<file path="src/design/hsa_pkg.sv">
// Shared types, sizes and codes for the handle slot allocator.
// No dependencies; imported by every module of the block.
`timescale 1ns / 1ps

package hsa_pkg;

    // Table sizes
    localparam int SLOTS     = 1024;
    localparam int SIZE_BITS = 32;
    localparam int REF_BITS  = 16;
    localparam int SLOT_W    = $clog2(SLOTS);
    localparam int HEAD_W    = $clog2(SLOTS + 1);

    // Port field widths
    localparam int OP_W     = 3;
    localparam int HANDLE_W = 11;
    localparam int BYTES_W  = 32;
    localparam int STATUS_W = 3;

    // Queue between front and back
    localparam int QDEPTH = 2;
    localparam int QPTR_W = $clog2(QDEPTH);
    localparam int QCNT_W = $clog2(QDEPTH + 1);

    // Operation codes
    localparam logic [OP_W-1:0] OPC_ALLOC    = 3'd0;
    localparam logic [OP_W-1:0] OPC_RELEASE  = 3'd1;
    localparam logic [OP_W-1:0] OPC_ACCESS   = 3'd2;
    localparam logic [OP_W-1:0] OPC_UNACCESS = 3'd3;
    localparam logic [OP_W-1:0] OPC_GETSIZE  = 3'd4;

    // Result status codes
    localparam logic [STATUS_W-1:0] STATUS_OK    = 3'd0;
    localparam logic [STATUS_W-1:0] STATUS_FULL  = 3'd1;
    localparam logic [STATUS_W-1:0] STATUS_RANGE = 3'd2;
    localparam logic [STATUS_W-1:0] STATUS_DEAD  = 3'd3;
    localparam logic [STATUS_W-1:0] STATUS_BUSY  = 3'd4;

    // Classified operation as decided by the front end
    typedef enum logic [2:0] {
        K_ALLOC,
        K_RELEASE,
        K_ACCESS,
        K_UNACCESS,
        K_GETSIZE,
        K_NULL_OK,
        K_BAD
    } op_kind_t;

    // One queued item
    typedef struct packed {
        op_kind_t              kind;
        logic [SLOT_W-1:0]     slot;
        logic [SIZE_BITS-1:0]  size;
    } item_t;

    // One slot table entry
    typedef struct packed {
        logic                  live;
        logic [REF_BITS-1:0]   refs;
        logic [SIZE_BITS-1:0]  size;
        logic [HEAD_W-1:0]     next;
    } slot_entry_t;

    // Back end sequencer
    typedef enum logic [1:0] {
        ST_CLEAR,
        ST_IDLE,
        ST_EXEC
    } back_state_t;

endpackage

</file>
<file path="src/design/hsa_front.sv">
// Front end: accepts items, range-checks and classifies them, and queues them.
// Depends on hsa_pkg.
`timescale 1ns / 1ps

module hsa_front
    import hsa_pkg::*;
(
    input  logic                 clk,
    input  logic                 rst_n,
    input  logic                 enable,
    input  logic                 in_valid,
    output logic                 in_stall,
    input  logic [OP_W-1:0]      operation,
    input  logic [HANDLE_W-1:0]  handle,
    input  logic [BYTES_W-1:0]   byte_count,
    output logic                 q_valid,
    output item_t                q_entry,
    input  logic                 q_pop
);

    item_t               q_mem [QDEPTH];
    logic [QPTR_W-1:0]   wr_ptr_reg, wr_ptr_next;
    logic [QPTR_W-1:0]   rd_ptr_reg, rd_ptr_next;
    logic [QCNT_W-1:0]   count_reg, count_next;
    logic                push;
    logic [31:0]         handle_ext;
    logic                in_range;
    item_t               cls;

    // Classify the incoming item
    always_comb
    begin
        handle_ext = 32'(handle);
        in_range   = (handle_ext != 32'd0) && (handle_ext <= 32'(SLOTS));
        cls.slot   = SLOT_W'(handle_ext - 32'd1);
        cls.size   = SIZE_BITS'(byte_count);
        case (operation)
            OPC_ALLOC:    cls.kind = K_ALLOC;
            OPC_RELEASE:
            begin
                if (handle_ext == 32'd0)
                    cls.kind = K_NULL_OK;
                else
                    cls.kind = in_range ? K_RELEASE : K_BAD;
            end
            OPC_ACCESS:   cls.kind = in_range ? K_ACCESS : K_BAD;
            OPC_UNACCESS: cls.kind = in_range ? K_UNACCESS : K_BAD;
            OPC_GETSIZE:  cls.kind = in_range ? K_GETSIZE : K_BAD;
            default:      cls.kind = K_BAD;
        endcase
    end

    // Queue control
    assign in_stall = (count_reg == QCNT_W'(QDEPTH)) || !enable;
    assign push     = in_valid && !in_stall;
    assign q_valid  = (count_reg != '0);
    assign q_entry  = q_mem[rd_ptr_reg];

    always_comb
    begin
        wr_ptr_next = wr_ptr_reg;
        rd_ptr_next = rd_ptr_reg;
        count_next  = count_reg;
        if (push)
            wr_ptr_next = (wr_ptr_reg == QPTR_W'(QDEPTH - 1)) ? '0 : wr_ptr_reg + 1'b1;
        if (q_pop)
            rd_ptr_next = (rd_ptr_reg == QPTR_W'(QDEPTH - 1)) ? '0 : rd_ptr_reg + 1'b1;
        case ({push, q_pop})
            2'b10:   count_next = count_reg + 1'b1;
            2'b01:   count_next = count_reg - 1'b1;
            default: count_next = count_reg;
        endcase
    end

    always_ff @(posedge clk or negedge rst_n)
    begin
        if (!rst_n)
        begin
            wr_ptr_reg <= '0;
            rd_ptr_reg <= '0;
            count_reg  <= '0;
        end
        else
        begin
            wr_ptr_reg <= wr_ptr_next;
            rd_ptr_reg <= rd_ptr_next;
            count_reg  <= count_next;
        end
    end

    // Queue storage
    always_ff @(posedge clk)
    begin
        if (push)
            q_mem[wr_ptr_reg] <= cls;
    end

endmodule

</file>
<file path="config.mk">
export PLATFORM = sky130hd
export DESIGN_NAME = hsa_front
export DESIGN_NICKNAME = d
export VERILOG_FILES = /design/src/design/hsa_pkg.sv /design/src/design/hsa_front.sv
export SDC_FILE = /design/constraint.sdc
export NUM_CORES = 1
export LEC_CHECK = 0
export ABC_AREA = 1
export BUFFER_PORTS_ARGS = -buffer_cell sky130_fd_sc_hd__buf_2
export CAP_MARGIN = 30
export CORE_AREA = 5 5 90 92
export CTS_BUF_LIST = sky130_fd_sc_hd__clkbuf_2 sky130_fd_sc_hd__clkbuf_4 sky130_fd_sc_hd__clkbuf_8
export DETAILED_ROUTE_END_ITERATION = 16
export DIE_AREA = 0 0 95 97
export PLACE_DENSITY_LB_ADDON = 0.2
export SETUP_SLACK_MARGIN = 0.02
export SYNTH_ARGS = -nofsm -noshare
export SYNTH_HDL_FRONTEND = slang
export SYNTH_SLANG_ARGS = --single-unit
</file>
<file path="constraint.sdc">
create_clock -name clk -period 3.97 [get_ports clk]
set_input_delay 0.794 -clock clk [delete_from_list [all_inputs] [get_ports clk]]
set_output_delay 0.794 -clock clk [all_outputs]
set_load 0.01 [all_outputs]
</file>
Word level (Yosys, flattened, before mapping)
Memories as Yosys holds them, arrays and structs flattened.
Index checks and enable logic that the tools add are counted.

operators by class
  multipliers = 0
  divide/modulo/power cells = 0
  shifts and indexed selects = 0
  bitwise gates (word level) = 0
  equal/unequal tests = 7
  $add $sub $neg = 5
  reductions and logical operators = 10
  mux-type cells = 11
  $lt $le $gt $ge = 1

operators by type and width
  cell                                                                   number
  3-bit one-hot mux with 5 select lines                                  1
  3-bit two-way mux                                                      4
  11-bit less-or-equal comparator (second input constant)                1
  11-bit logical NOT                                                     1
  11-bit nonzero test                                                    1
  10-bit by 1-bit subtractor with 10-bit output (second input constant)  1
  3-bit by 2-bit == test with 1-bit output (second input constant)       2
  2-bit == test (second input constant)                                  2
  1-bit two-way mux                                                      4
  2-bit one-hot mux with 2 select lines                                  1
  2-bit nonzero test                                                     2
  3-bit by 1-bit == test with 1-bit output (second input constant)       1
  3-bit == test (second input constant)                                  1
  3-bit logical NOT                                                      1
  1-bit adder (second input constant)                                    2
  2-bit by 1-bit adder with 2-bit output (second input constant)         1
  2-bit by 1-bit == test with 1-bit output (second input constant)       1
  1-bit logical AND                                                      2
  1-bit logical NOT                                                      2
  2-bit two-way mux                                                      1
  2-bit by 1-bit subtractor with 2-bit output (second input constant)    1
  1-bit logical OR                                                       1

storage, ports and cells
  register bits after elaboration = 4
  memory bits (writable) = 90
  word-level logic and storage cells = 38
  input bits = 51
  ROM bits = 0
  bits in latches = 0
  output and inout port bits = 47
  memories = 1

memory list
  name   depth  width  read ports  clocked after memory_dff  wr ports  line             text
  q_mem  2      45     1           0                         1         hsa_front.sv:21  item_t q_mem [QDEPTH];

Depth between registers and ports, before layout
  word-level depth = 6
  gate-level depth with buffers = 9

Least setup slack after synthesis
OpenSTA, ideal clock, no wires.

  path type = input to register
  start = input port in_valid
  end = memory q_mem[0][0] in the netlist's numbering (enable)
  setup slack = 0.670 ns
  stages = 2
  data arrival time = 2.853 ns
  cells stage by stage = nand3_1 -> nor2_1

on the way
  word-level cells in the longest chain between the ends = 3

ends and longest elaborated chain
  element                                  line             text
  from (decl)                              hsa_front.sv:11  input logic in_valid,
  1-bit logical AND                        hsa_front.sv:55  assign push = in_valid && !in_stall;
  1-bit two-way mux                        hsa_front.sv:94  if (push)
  1-bit two-way mux (implied by the code)  hsa_front.sv:95  q_mem[wr_ptr_reg] <= cls;
  to (decl)                                hsa_front.sv:21

No other way between the ends.

==> flow_summary.toml <==
[timing]
slew_headroom_pct = 65.2
finalCriticalPeriod_ns = 2.51
fin_crit_sh_pct = 63.3
finClkSkew_ns = 0.00761
final_max_slew_viol_count = 0
hold_viol = 0
holdWs_ns = 0.231
max_freq_mhz = 398
setup_viol = 0
worstMarginPinSlew_ns = 0.522
fin_setup_tns_ns = 0
rsz0062_at_grt = "false"

[floorplanning]
initial_utilization_pct = 52.8
ios = 98
core_region_area_sq_um = 7140
die_w_um = 95
placementRows = 31
dieArea_sq_um = 9220
die_y_um = 97

[synthesis]
synthTopCellsByArea = "edfxtp_1 72%, mux2_2 13%, dfrtp_1 2.7%"
yosysTopAreaCell = "edfxtp_1"
synth_most_common_cell = "edfxtp_1"
synth_top_area_share_pct = 71.7
synthTopCellsByCount = "90 x edfxtp_1, 45 x mux2_2, 20 x nand2_1"
ys_seq_area_share_pct = 74.3
synth_edf_count = 90
syn_nets = 270
synthCells = 216
netlist_area_sq_um = 3770
synth_cell_type_count = 21
synth_area_per_cell_sq_um = 17.5
ys_seq_elements = 94
yosysWarnings = 0
ys.flop_type = "edfxtp_1"
synthArstFlopShare_pct = 4.26

[layout]
syn2layout_area_growth_pct = 22.3
fin_cells = 426
regArea_sq_um = 2800
drive_above_1_share_pct = 53.5
multi_input_area_sq_um = 878
largest_register_ffs = 90
diodes = 0
nFillCells = 577
final_nets = 376

[cts]
cts_made_buffers = 9
postCtsSetupBuffers = 0
cts_root_buffer = "clkbuf_8"
cts-resized-gates = 0
hold_buffers = 0
clock-sinks = 94
path_clk_slew_ns = 0.09
cts.path.max_buffers = 2
cts_tree = "built"
cts_htree_levels = 3
clk_latency_ns = 0.34

[detailed_routing]
dr_wl_met3_um = 446
wl_per_cell_um = 15.4
ant_nets = 0
drt_first_pass_iters = 6
dr_wl_met2_um = 3200
drc = 0
dr.max_layer_used = "met4"
drt-met1-wl_um = 2820
viasPerCell = 4.85
vias = 2066
drt_wl_total_um = 6550
drt_iter0_drc = 79

[worst_setup_path]
r2r_slack_ns = 1.95
cp-start-kind = "flip-flop"
worstPathRequired_ns = 3.18
cp.arrival_ns = 1.72
worstPathMaxFanout = 33
critPathKind = "flip-flop to output pin"
end_kind = "output pin"

[grt]
antenna_found_initial = 0
grt_pass1_wl_um = 10200
grt_overflow = 0
grt_usage_pct = 14.7
grt_max_degree = 39
grt_pass1_vias = 2089

[outcome]
status = "finished, final reports clean"

[pwr]
power.leakage_nw = 1.77
power.internal_mw = 2.01
p_sw_share_pct = 27.7
power_mw = 2.78
p_switching_mw = 0.772
clkPwrFrac_pct = 25.9
ir_worst_vdd_v = 0.000288
p_per_area_nw_per_um2 = 604
p_seq_share_pct = 46.9
p_comb_share_pct = 27.3

[hold_path]
hp-class = "primary input to asynchronous set/reset pin"

[place]
port_buffers = 97
gp_congestion = 0.767
hpwlAfterDp_um = 4520
place_inst = 410

[run]
maxCapViolCount = 0
## worst paths after layout
path	from	to	cells past startpoint
max	rd_ptr_reg	q_entry[21]	3
min	rst_n	rd_ptr_reg	1
max reg2reg	count_reg[0]	q_mem[1][35]	5
min reg2reg	count_reg[0]	count_reg[0]	1
max in group asynchronous	rst_n	rd_ptr_reg	1
min in group clk	count_reg[0]	count_reg[0]	1
## per-stage QoR
| step | setup slack [ns] | util (%) | instance area (sq um) |
|---|---|---|---|
| after CTS | 1.41 | 64.6 | 4610 |
| after floorplan | 0.670 | - | 3770 |
| final | 1.46 | 64.6 | 4610 |
| after global placement | 1.49 | 61.0 | 4360 |
| after detailed placement | 1.57 | 61.3 | 4380 |
| after global routing | 1.36 | 64.6 | 4610 |
## final cells by class
type	count	area share [%]
Sequential cell	94	60.8
Timing Repair Buffer	100	11.3
Tap cell	99	2.69
Clock inverter	4	1.68
Clock buffer	12	3.45
Inverter	13	1.06
Multi-Input combinational cell	104	19.0
## power groups by stage
stage	clock network [mW]	registers (mW)	logic [mW]
3_5_place_dp	0	1.33	0.772
3_3_place_gp	0	1.39	0.680
5_1_grt	0.778	1.32	0.826
4_1_cts	0.734	1.31	0.777
6_report	0.720	1.31	0.759
2_1_floorplan	0	1.29	0.548
## metal layers
metal  vias to the layer above  global-route usage (%)
li1                       1007                       -
met1                       980                    18.8
met2                        71                    23.6
met3                         8                    3.72
met4                         0                    5.99
met5                         -                       0
## placed cells by master, fill, tap and decap left out, types with 3 or more instances in the layout
cell | synthesis | final
edfxtp_1 | 90 | 90
nand2_1 | 20 | 20
dfrtp_1 | 4 | 3
nor2_4 | 2 | 4
xor2_1 | 7 | 7
inv_1 | 11 | 11
xnor2_1 | 3 | 3
mux2_2 | 45 | 45
buf_2 | 0 | 97
clkbuf_8 | 0 | 11
nor2_1 | 7 | 5
nand3_1 | 3 | 3
o21ai_0 | 3 | 3
ha_1 | 3 | 3
## cells by family after synthesis
| group | count (synthesis) | share of synthesized area, % |
|---|---|---|
| AO/OA/AOI/OAI | 5 | 0.730 |
| XOR/XNOR | 10 | 2.32 |
| adder cells (fa/ha/maj) | 3 | 0.995 |
| buffers and inverters | 18 | 2.79 |
| flip-flops | 94 | 74.3 |
| multiplexers | 45 | 13.4 |
| AND/OR/NAND/NOR | 41 | 5.41 |
## worst max-delay path: stages (launching register included)
cell and delay [ns]:
dfrtp_2 0.59, buf_12 0.27, mux2_2 0.37, buf_2 0.14
(Power assumes the default switching activity.)
